--- src/rtl/gelu_pkg.sv ---
package gelu_pkg;

    // Fixed widths of the sample path.
    localparam int SAMPLE_W     = 16;
    localparam int GATE_W       = 16;
    localparam int FRAC_W       = 15;
    localparam int MAG_W        = 15;
    localparam int GATE_Q_W     = 31;
    localparam int SEGMENTS_DEF = 64;

    // Range limits of the table, in raw Q4.12 units.
    localparam logic signed [SAMPLE_W-1:0] X_LOW  = -16'sd16384;
    localparam logic signed [SAMPLE_W-1:0] X_HIGH = 16'sd16384;

    // Configuration port.
    localparam int PADDR_W = 3;
    localparam int PDATA_W = 32;
    localparam logic REG_MODE = 1'b0;

    // Gate forms.
    localparam logic MODE_ERF  = 1'b0;
    localparam logic MODE_TANH = 1'b1;

    // Constants of the table generator, Q.40.
    localparam int          QFRAC      = 40;
    localparam logic [63:0] ONE_Q      = 64'd1 << QFRAC;
    localparam logic [63:0] K_SQRT2_PI = 64'd877283352226;
    localparam logic [63:0] K_CUBIC    = 64'd49164662436;
    localparam int          ERF_TERMS  = 48;
    localparam int          HYP_TERMS  = 24;

    // Side information that travels down the pipeline with each sample.
    typedef struct packed {
        logic                       valid;
        logic                       below;
        logic                       above;
        logic signed [SAMPLE_W-1:0] sample;
    } t_side;

    // Product of two Q.40 values, truncated back to Q.40.
    function automatic logic [63:0] mulq(input logic [63:0] a, input logic [63:0] b);
        logic [127:0] p;
        p = {64'd0, a} * {64'd0, b};
        return p[103:40];
    endfunction

    // Unsigned quotient by shift and subtract, for the table generator.
    function automatic logic [63:0] udiv(input logic [63:0] a, input logic [63:0] b);
        logic [64:0] rem;
        logic [63:0] quo;
        int          i;
        rem = '0;
        quo = '0;
        for (i = 63; i >= 0; i--) begin
            rem = {rem[63:0], a[i]};
            if (rem >= {1'b0, b}) begin
                rem    = rem - {1'b0, b};
                quo[i] = 1'b1;
            end
        end
        return quo;
    endfunction

    // Gate 0.5*(1+erf(x/sqrt2)) in Q0.16 for a nonnegative Q.40 magnitude.
    function automatic logic [GATE_W-1:0] erf_gate(input logic [63:0] xm);
        logic [63:0]        h;
        logic [63:0]        term;
        logic [63:0]        q;
        logic [63:0]        e;
        logic [63:0]        g;
        logic signed [63:0] acc;
        int                 n;
        h    = mulq(xm, xm) >> 1;
        term = ONE_Q;
        acc  = '0;
        for (n = 0; n < ERF_TERMS; n++) begin
            q = udiv(term, 64'(2 * n + 1));
            if (n[0]) begin
                acc = acc - $signed(q);
            end else begin
                acc = acc + $signed(q);
            end
            term = udiv(mulq(term, h), 64'(n + 1));
        end
        if (acc < 0) begin
            acc = '0;
        end
        e = mulq(mulq(K_SQRT2_PI, xm), 64'(acc));
        if (e > ONE_Q) begin
            e = ONE_Q;
        end
        g = (ONE_Q + e + (64'd1 << 24)) >> 25;
        return (g > 64'd65535) ? 16'hFFFF : g[GATE_W-1:0];
    endfunction

    // Gate of the tanh form in Q0.16, built from cosh and sinh series.
    function automatic logic [GATE_W-1:0] tanh_gate(input logic [63:0] xm);
        logic [63:0] x3;
        logic [63:0] u;
        logic [63:0] t;
        logic [63:0] ch;
        logic [63:0] sh;
        logic [63:0] num;
        logic [63:0] den;
        logic [63:0] g;
        int          n;
        x3 = mulq(mulq(xm, xm), xm);
        u  = mulq(K_SQRT2_PI, xm + mulq(K_CUBIC, x3));
        t  = ONE_Q;
        ch = '0;
        sh = '0;
        for (n = 0; n < HYP_TERMS; n++) begin
            ch = ch + t;
            t  = udiv(mulq(t, u), 64'(2 * n + 1));
            sh = sh + t;
            t  = udiv(mulq(t, u), 64'(2 * n + 2));
        end
        num = (ch + sh) >> 8;
        den = ch >> 8;
        g   = udiv({num[47:0], 16'd0} + den, {den[62:0], 1'b0});
        return (g > 64'd65535) ? 16'hFFFF : g[GATE_W-1:0];
    endfunction

    // Breakpoint k of the gate table, at x = -4 + 8k/Segments.
    function automatic logic [GATE_W-1:0] gate_entry(input logic sel, input int k,
                                                     input int Segments);
        int          d;
        int          mag;
        logic [63:0] xm;
        logic [16:0] g;
        d   = 8 * k - 4 * Segments;
        mag = (d < 0) ? -d : d;
        xm  = udiv(64'(mag) << QFRAC, 64'(Segments));
        g   = {1'b0, ((sel == MODE_TANH) ? tanh_gate(xm) : erf_gate(xm))};
        if (d < 0) begin
            g = 17'd65536 - g;
        end
        return g[GATE_W-1:0];
    endfunction

endpackage

--- src/rtl/gelu_lookup.sv ---
module gelu_lookup
    import gelu_pkg::*;
#(
    parameter int SEGMENTS = SEGMENTS_DEF
) (
    input  logic                       i_clk,
    input  logic                       i_rst_n,
    input  logic                       i_en,
    input  logic                       i_valid,
    input  logic signed [SAMPLE_W-1:0] i_sample,
    input  logic                       i_mode,
    output t_side                      o_side,
    output logic [GATE_W-1:0]          o_gate_a,
    output logic [GATE_W-1:0]          o_gate_b,
    output logic [FRAC_W-1:0]          o_frac
);

    localparam int SEG_W  = $clog2(SEGMENTS);
    localparam int ROM_AW = $clog2(SEGMENTS + 1);
    localparam int POS_W  = FRAC_W + SEG_W;

    // Gate breakpoints for both forms, fixed at elaboration.
    logic [GATE_W-1:0] w_rom_erf  [SEGMENTS+1];
    logic [GATE_W-1:0] w_rom_tanh [SEGMENTS+1];

    for (genvar gk = 0; gk <= SEGMENTS; gk++) begin : g_rom
        localparam logic [GATE_W-1:0] ErfG  = gate_entry(MODE_ERF, gk, SEGMENTS);
        localparam logic [GATE_W-1:0] TanhG = gate_entry(MODE_TANH, gk, SEGMENTS);
        assign w_rom_erf[gk]  = ErfG;
        assign w_rom_tanh[gk] = TanhG;
    end

    // Stage 1: position within the table, split into segment and fraction.
    t_side             n_s1_side;
    logic [FRAC_W-1:0] w_offset;
    logic [POS_W-1:0]  w_pos;
    t_side             r_s1_side;
    logic [SEG_W-1:0]  r_s1_seg;
    logic [FRAC_W-1:0] r_s1_frac;
    logic              r_s1_mode;

    always_comb begin
        w_offset         = FRAC_W'(i_sample + X_HIGH);
        w_pos            = POS_W'(w_offset) * POS_W'(SEGMENTS);
        n_s1_side.valid  = i_valid;
        n_s1_side.below  = (i_sample < X_LOW);
        n_s1_side.above  = (i_sample >= X_HIGH);
        n_s1_side.sample = i_sample;
    end

    always_ff @(posedge i_clk) begin
        if (!i_rst_n) begin
            r_s1_side.valid <= 1'b0;
        end else if (i_en) begin
            r_s1_side <= n_s1_side;
            r_s1_seg  <= w_pos[POS_W-1:FRAC_W];
            r_s1_frac <= w_pos[FRAC_W-1:0];
            r_s1_mode <= i_mode;
        end
    end

    // Stage 2: registered read of the two breakpoints around the sample.
    logic [ROM_AW-1:0] w_idx_a;
    logic [ROM_AW-1:0] w_idx_b;
    t_side             r_s2_side;
    logic [GATE_W-1:0] r_s2_a;
    logic [GATE_W-1:0] r_s2_b;
    logic [FRAC_W-1:0] r_s2_frac;

    assign w_idx_a = ROM_AW'(r_s1_seg);
    assign w_idx_b = w_idx_a + ROM_AW'(1);

    always_ff @(posedge i_clk) begin
        if (!i_rst_n) begin
            r_s2_side.valid <= 1'b0;
        end else if (i_en) begin
            r_s2_side <= r_s1_side;
            r_s2_frac <= r_s1_frac;
            if (r_s1_mode == MODE_TANH) begin
                r_s2_a <= w_rom_tanh[w_idx_a];
                r_s2_b <= w_rom_tanh[w_idx_b];
            end else begin
                r_s2_a <= w_rom_erf[w_idx_a];
                r_s2_b <= w_rom_erf[w_idx_b];
            end
        end
    end

    assign o_side   = r_s2_side;
    assign o_gate_a = r_s2_a;
    assign o_gate_b = r_s2_b;
    assign o_frac   = r_s2_frac;

endmodule

--- src/rtl/gelu_product.sv ---
module gelu_product
    import gelu_pkg::*;
(
    input  logic                       i_clk,
    input  logic                       i_rst_n,
    input  logic                       i_en,
    input  t_side                      i_side,
    input  logic [GATE_W-1:0]          i_gate_a,
    input  logic [GATE_W-1:0]          i_gate_b,
    input  logic [FRAC_W-1:0]          i_frac,
    output logic                       o_valid,
    output logic signed [SAMPLE_W-1:0] o_sample
);

    // Stage 3: linear interpolation of the gate and the sample magnitude.
    logic signed [GATE_W:0]     w_diff;
    logic signed [GATE_W+16:0]  w_slope;
    logic signed [GATE_W+16:0]  w_gate;
    logic [SAMPLE_W-1:0]        w_mag;
    t_side                      r_s3_side;
    logic [GATE_Q_W-1:0]        r_s3_gate;
    logic [MAG_W-1:0]           r_s3_mag;

    always_comb begin
        w_diff  = $signed({1'b0, i_gate_b}) - $signed({1'b0, i_gate_a});
        w_slope = (GATE_W + 17)'(w_diff) * $signed({18'd0, i_frac});
        w_gate  = $signed({2'b00, i_gate_a, 15'd0}) + w_slope;
        w_mag   = i_side.sample[SAMPLE_W-1] ? SAMPLE_W'(-i_side.sample)
                                            : SAMPLE_W'(i_side.sample);
    end

    always_ff @(posedge i_clk) begin
        if (!i_rst_n) begin
            r_s3_side.valid <= 1'b0;
        end else if (i_en) begin
            r_s3_side <= i_side;
            r_s3_gate <= w_gate[GATE_Q_W-1:0];
            r_s3_mag  <= w_mag[MAG_W-1:0];
        end
    end

    // Stage 4: scale, round half away from zero, apply sign and clamp.
    logic [MAG_W+GATE_Q_W:0]     w_prod;
    logic [SAMPLE_W-1:0]         w_round;
    logic signed [SAMPLE_W-1:0]  n_sample;
    logic                        r_valid;
    logic signed [SAMPLE_W-1:0]  r_sample;

    always_comb begin
        w_prod  = (MAG_W + GATE_Q_W + 1)'(r_s3_mag) * (MAG_W + GATE_Q_W + 1)'(r_s3_gate)
                + ((MAG_W + GATE_Q_W + 1)'(1) << 30);
        w_round = w_prod[MAG_W+GATE_Q_W:31];
        if (r_s3_side.below) begin
            n_sample = '0;
        end else if (r_s3_side.above) begin
            n_sample = r_s3_side.sample;
        end else if (r_s3_side.sample[SAMPLE_W-1]) begin
            n_sample = (w_round > 16'd32768) ? -16'sd32768 : $signed(-w_round);
        end else begin
            n_sample = (w_round > 16'd32767) ? 16'sd32767 : $signed(w_round);
        end
    end

    always_ff @(posedge i_clk) begin
        if (!i_rst_n) begin
            r_valid <= 1'b0;
        end else if (i_en) begin
            r_valid  <= r_s3_side.valid;
            r_sample <= n_sample;
        end
    end

    assign o_valid  = r_valid;
    assign o_sample = r_sample;

endmodule

--- src/rtl/gelu_activation_unit.sv ---
// Channel  | Direction | Handshake                 | Payload
// ---------+-----------+---------------------------+---------------------------
// input    | in        | i_in_valid / o_in_ready   | i_sample_in  (Q4.12)
// output   | out       | o_out_valid / i_out_ready | o_sample_out (Q4.12)
// config   | in        | APB psel/penable/pready   | mode at address 0
//
// One sample per cycle is accepted while the output is not stalled; a result
// is offered from the last of the four pipeline registers (index,
// table read, interpolation, scale and clamp). A stall at the output freezes
// the whole pipeline, so o_in_ready follows !o_out_valid || i_out_ready.
// Synchronous active-low reset clears the valid bits and the mode register;
// the gate table is constant and needs no fill.
module gelu_activation_unit
    import gelu_pkg::*;
#(
    parameter int SEGMENTS = SEGMENTS_DEF
) (
    input  logic                       i_clk,
    input  logic                       i_rst_n,
    input  logic                       i_in_valid,
    output logic                       o_in_ready,
    input  logic signed [SAMPLE_W-1:0] i_sample_in,
    output logic                       o_out_valid,
    input  logic                       i_out_ready,
    output logic signed [SAMPLE_W-1:0] o_sample_out,
    input  logic                       psel,
    input  logic                       penable,
    input  logic                       pwrite,
    input  logic [PADDR_W-1:0]         paddr,
    input  logic [PDATA_W-1:0]         pwdata,
    output logic [PDATA_W-1:0]         prdata,
    output logic                       pready
);

    // Mode register and its read-back.
    logic r_mode;
    logic w_sel_mode;

    assign w_sel_mode = (paddr[2] == REG_MODE);
    assign pready     = 1'b1;
    assign prdata     = w_sel_mode ? {{(PDATA_W-1){1'b0}}, r_mode} : '0;

    always_ff @(posedge i_clk) begin
        if (!i_rst_n) begin
            r_mode <= MODE_ERF;
        end else if (psel && penable && pwrite && pready && w_sel_mode) begin
            r_mode <= pwdata[0];
        end
    end

    // The pipeline advances whenever the output register can move.
    logic              w_en;
    t_side             w_side;
    logic [GATE_W-1:0] w_gate_a;
    logic [GATE_W-1:0] w_gate_b;
    logic [FRAC_W-1:0] w_frac;

    assign w_en       = !o_out_valid || i_out_ready;
    assign o_in_ready = w_en;

    gelu_lookup #(
        .SEGMENTS (SEGMENTS)
    ) u_lookup (
        .i_clk    (i_clk),
        .i_rst_n  (i_rst_n),
        .i_en     (w_en),
        .i_valid  (i_in_valid),
        .i_sample (i_sample_in),
        .i_mode   (r_mode),
        .o_side   (w_side),
        .o_gate_a (w_gate_a),
        .o_gate_b (w_gate_b),
        .o_frac   (w_frac)
    );

    gelu_product u_product (
        .i_clk    (i_clk),
        .i_rst_n  (i_rst_n),
        .i_en     (w_en),
        .i_side   (w_side),
        .i_gate_a (w_gate_a),
        .i_gate_b (w_gate_b),
        .i_frac   (w_frac),
        .o_valid  (o_out_valid),
        .o_sample (o_sample_out)
    );

endmodule

--- config.mk ---
export PLATFORM = sky130hd
export DESIGN_NAME = gelu_activation_unit
export DESIGN_NICKNAME = d
export VERILOG_FILES = /design/src/rtl/gelu_pkg.sv /design/src/rtl/gelu_lookup.sv /design/src/rtl/gelu_product.sv /design/src/rtl/gelu_activation_unit.sv
export SDC_FILE = /design/constraint.sdc
export NUM_CORES = 2
export LEC_CHECK = 0
export BUFFER_PORTS_ARGS = -buffer_cell sky130_fd_sc_hd__buf_4
export CORE_UTILIZATION = 35
export DETAILED_ROUTE_END_ITERATION = 10
export SLEW_MARGIN = 20
export SYNTH_ARGS = -nofsm -noshare
export SYNTH_HDL_FRONTEND = slang
export SYNTH_SLANG_ARGS = --single-unit
--- constraint.sdc ---
create_clock -name i_clk -period 12.8 [get_ports i_clk]
set_input_delay 2.56 -clock i_clk [delete_from_list [all_inputs] [get_ports i_clk]]
set_output_delay 2.56 -clock i_clk [all_outputs]
set_load 0.02 [all_outputs]
==> run summary <==
• **net count of the finished layout** 3871
• **most used flip-flop cell after synthesis** sky130_fd_sc_hd__edfxtp_1
• **first-pass iteration count of the detailed router** 6
• **total instance count after detailed placement** 4190
• **core area** 0.07952 mm2
• **overall die area** 0.08193 mm2
• **category of the worst setup path launch point** flop
• **root buffer cell** sky130_fd_sc_hd__clkbuf_16
• **Longest Clk Path Bufs** 2
• **largest family of logic cells by synthesized area** adder cells
• **Worst EP arrival** 9.89 ns
• **Clk Latency, worst-skew pair** 0.44 ns
• **GRT overflow** 0
• **dominant cells by area after synthesis** sky130_fd_sc_hd__fa_1 30%, sky130_fd_sc_hd__edfxtp_1 15%, sky130_fd_sc_hd__ha_1 10%, sky130_fd_sc_hd__inv_1 7.3%, sky130_fd_sc_hd__nand2_1 6.2%
• **Max Clk Rate** 0.1030 GHz
• **Data required, critical path** 12.99 ns
• **ys async rst share** 0%
• **multiplexer share of the synthesized area** 0.8584%
• **count of mapped cells out of synthesis** 3242
• **number of nets with antenna violations after detailed routing** 0
• **Register Area** 0.004394 mm2
• **Total Routing Usage GR** 18.58%
• **violation count after the first detailed-route iteration** 1925
• **max-capacitance violation count** 0
• **slew at the pin with the worst max-slew slack** 1.124 ns
• **Compound-Gate Fraction of Synth Area** 13.24%
• **cell type group with the largest total delay on the critical path** compound AO/OA/AOI/OAI gates
• **initial antenna violation count** 2
• **endpoints failing hold** 0
• **highest cell delay on the worst timing path** 0.59 ns
• **number of port buffers** 43
• **period utilisation layout** 75.85%
• **final-layout fill cell count** 8104
• **maximum fanout along the worst path** 9
• **routed wire length** 74350 um
• **die width** 286.2 um
• **Slew HR** 25.05%
• **wire per inst** 17.60 um
• **diodes inserted** 0
• **unrepaired setup endpoints after global routing** false
• **number of cell rows** 103
• **sequential share of the synthesized area** 15.54%
• **fin cells** 4224
• **effective utilization at floorplan** 35.56%
• **fraction of synthesized cell area in xor and xnor cells** 2.695%
• **total number of vias** 22320
• **adder and majority gate portion of the synthesized area** 40.11%
• **maximum number of pins on one net before global-route repair** 78
• **first-pass GRT wire length** 122000 um
• **simple-gate area share of the yosys netlist** 16.83%
• **TritonCTS clock tree** done
• **setup TNS** 0 ns
• **post-synthesis average cell area** 8.722 um2
• **Syn Std Cell Area** 0.02828 mm2
• **final count of pins violating max slew** 0
• **H-tree lvl count** 4
• **I/O pin count** 109
• **Die Span Y** 286.2 um
• **final std cell area, no fill** 0.03006 mm2
• **half-perimeter wire length after detailed placement** 54930 um
• **hold-fix buffers at CTS** 0
• **worst clock skew on the final layout** 0.01705 ns
• **element type at the critical path end** flop
• **worst reg2reg path startpoint** u_lookup.o_gate_a[1]$_DFFE_PP_
• **fraction of synthesized cell area taken by the top area cell type** 30.02%
• **number of clock buffers inserted by TritonCTS** 17
• **layout-stage area growth over the synthesis result** 6.297%
• **GPL Wtd Cong** 0.8955
• **fraction of final layout cells sized beyond drive strength 1** 5.009%
• **number of failing setup endpoints in the final timing report** 0
• **Critical Path Slowest Stage Cell** sky130_fd_sc_hd__o21ai_1
• **Multi-input gate area** 0.02102 mm2
• **Post-synth EDFFs** 143
• **crit-path most repeated cell** sky130_fd_sc_hd__fa_1
• **number of sinks handled by clock tree synthesis** 148
• **vias per cell** 5.285
• **category of the critical setup timing path** reg2reg
• **dominant cell type by area after synthesis** sky130_fd_sc_hd__fa_1
• **beginning of the worst hold path** u_lookup.o_side[17]$_DFFE_PP_
• **buffer and inverter count on the worst path** 4
• **synthesis-stage register bit count** 148
• **Synth warnings** 0
• **final cell utilization of the core** 37.80%
• **DR DRC count** 0
• **startpoint of the most critical setup path** u_lookup.o_gate_a[1]$_DFFE_PP_
• **vias in the first global route** 22240
• **CTS clock-pin slew for the worst setup and hold paths** 0.07 ns
• **Post-CTS Repair Setup Buffers** 0
• **placed cell areas** 0.02945 mm2
• **Cell variety after synth** 90
• **result of the run** finished clean
• **post-cts sizing count** 0
• **class of the tightest hold or removal check** reg2reg
• **final critical path time including I/O delays and setup** 9.709 ns
==> final timing paths <==
kind | endpoint | slack [ns] | depth (start not counted)
setup / recovery | u_product.r_s3_gate[30]$_DFFE_PP_ | 3.09 | 38
hold reg to reg | u_product.r_s3_side[17]$_DFFE_PP_ | 0.42 | 0
setup reg to reg | u_product.r_s3_gate[30]$_DFFE_PP_ | 3.09 | 38
hold / removal | u_product.r_s3_side[17]$_DFFE_PP_ | 0.42 | 0
==> registers in the layout (all words and copies together), names as in the netlist <==
signal,cells
u_product.r_s3_mag,15
u_product.o_sample,16
u_product.r_s3_side,18
u_product.o_valid,1
u_lookup.r_s1_mode,1
u_lookup.r_s1_side,14
u_lookup.o_side,19
u_lookup.o_gate_b,16
u_product.r_s3_gate,25
r_mode,1
u_lookup.o_gate_a,16
u_lookup.r_s1_seg,6
==> cell families after synthesis <==
| group | Yosys count |
|---|---|
| and+or+nand+nor | 1004 |
| buffers and inverters | 773 |
| adders and majority gates | 652 |
| AOI/OAI and AO/OA | 558 |
| DFF | 148 |
| xor gates and xnor gates | 87 |
| muxes | 18 |
| other | 2 |
==> metrics by stage <==
step | hold slack [ns] | setup WS [ns]
after floorplan | 0.4003 | 3.098
after global placement | 0.4013 | 3.133
after detailed placement | 0.4045 | 3.084
after CTS | 0.4215 | 3.039
after global routing | 0.4267 | 2.255
final | 0.4209 | 3.091
==> routing by layer <==
layer	GRT usage, %	share of wire [%]	vias up
li1	-	-	10320
met3	2.003	6.1	125
met4	5.401	2.3	2
met1	25.92	45	11150
met2	30.34	47	726
met5	0	0.017	-
==> Yosys cell counts, drive strengths merged (26+ instances only) <==
master and instances:
a211oi 38, a21oi 147, and2 159, buf 45, clkbuf 172, edfxtp 143, fa 424, ha 228
inv 553, nand2 467, nand2b 29, nand3 40, nor2 148, nor2b 36, nor3 43, o211ai 30
o21ai 117, xnor2 61, xor2 26
==> cells in the final DEF (no fill, tap or decap), types with 40 or more instances in the layout <==
| master | instances |
|---|---|
| sky130_fd_sc_hd__buf_4 | 85 |
| sky130_fd_sc_hd__and2_1 | 158 |
| sky130_fd_sc_hd__ha_1 | 227 |
| sky130_fd_sc_hd__edfxtp_1 | 143 |
| sky130_fd_sc_hd__fa_1 | 424 |
| sky130_fd_sc_hd__o21ai_0 | 113 |
| sky130_fd_sc_hd__nor3_1 | 40 |
| sky130_fd_sc_hd__nor2_1 | 148 |
| sky130_fd_sc_hd__xnor2_1 | 57 |
| sky130_fd_sc_hd__nand3_1 | 40 |
| sky130_fd_sc_hd__inv_1 | 552 |
| sky130_fd_sc_hd__a21oi_1 | 147 |
| sky130_fd_sc_hd__nand2_1 | 467 |
==> worst register-to-register path, delay by kind of cell, from the launching register on <==
family                   cells  cell delay [ns]
AND/OR/NAND/NOR              6             0.91
buffers and inverters        4             0.23
AO/OA/AOI/OAI               17             4.02
flip-flops                   1             0.48
adder cells (fa/ha/maj)      8             3.37
XOR/XNOR                     3             0.43
==> layout make-up <==
| cell class | count | area share [%] |
|---|---|---|
| multi-input combinational | 2351 | 69.92 |
| sequential | 148 | 14.62 |
| inverter | 556 | 6.944 |
| tap | 1050 | 4.371 |
| timing repair buffer | 87 | 2.223 |
| clock buffer | 18 | 1.428 |
| clock inverter | 14 | 0.4912 |
Power is not shown: default switching activity piles up to over one toggle a cycle in this logic, so the estimate is an artifact.
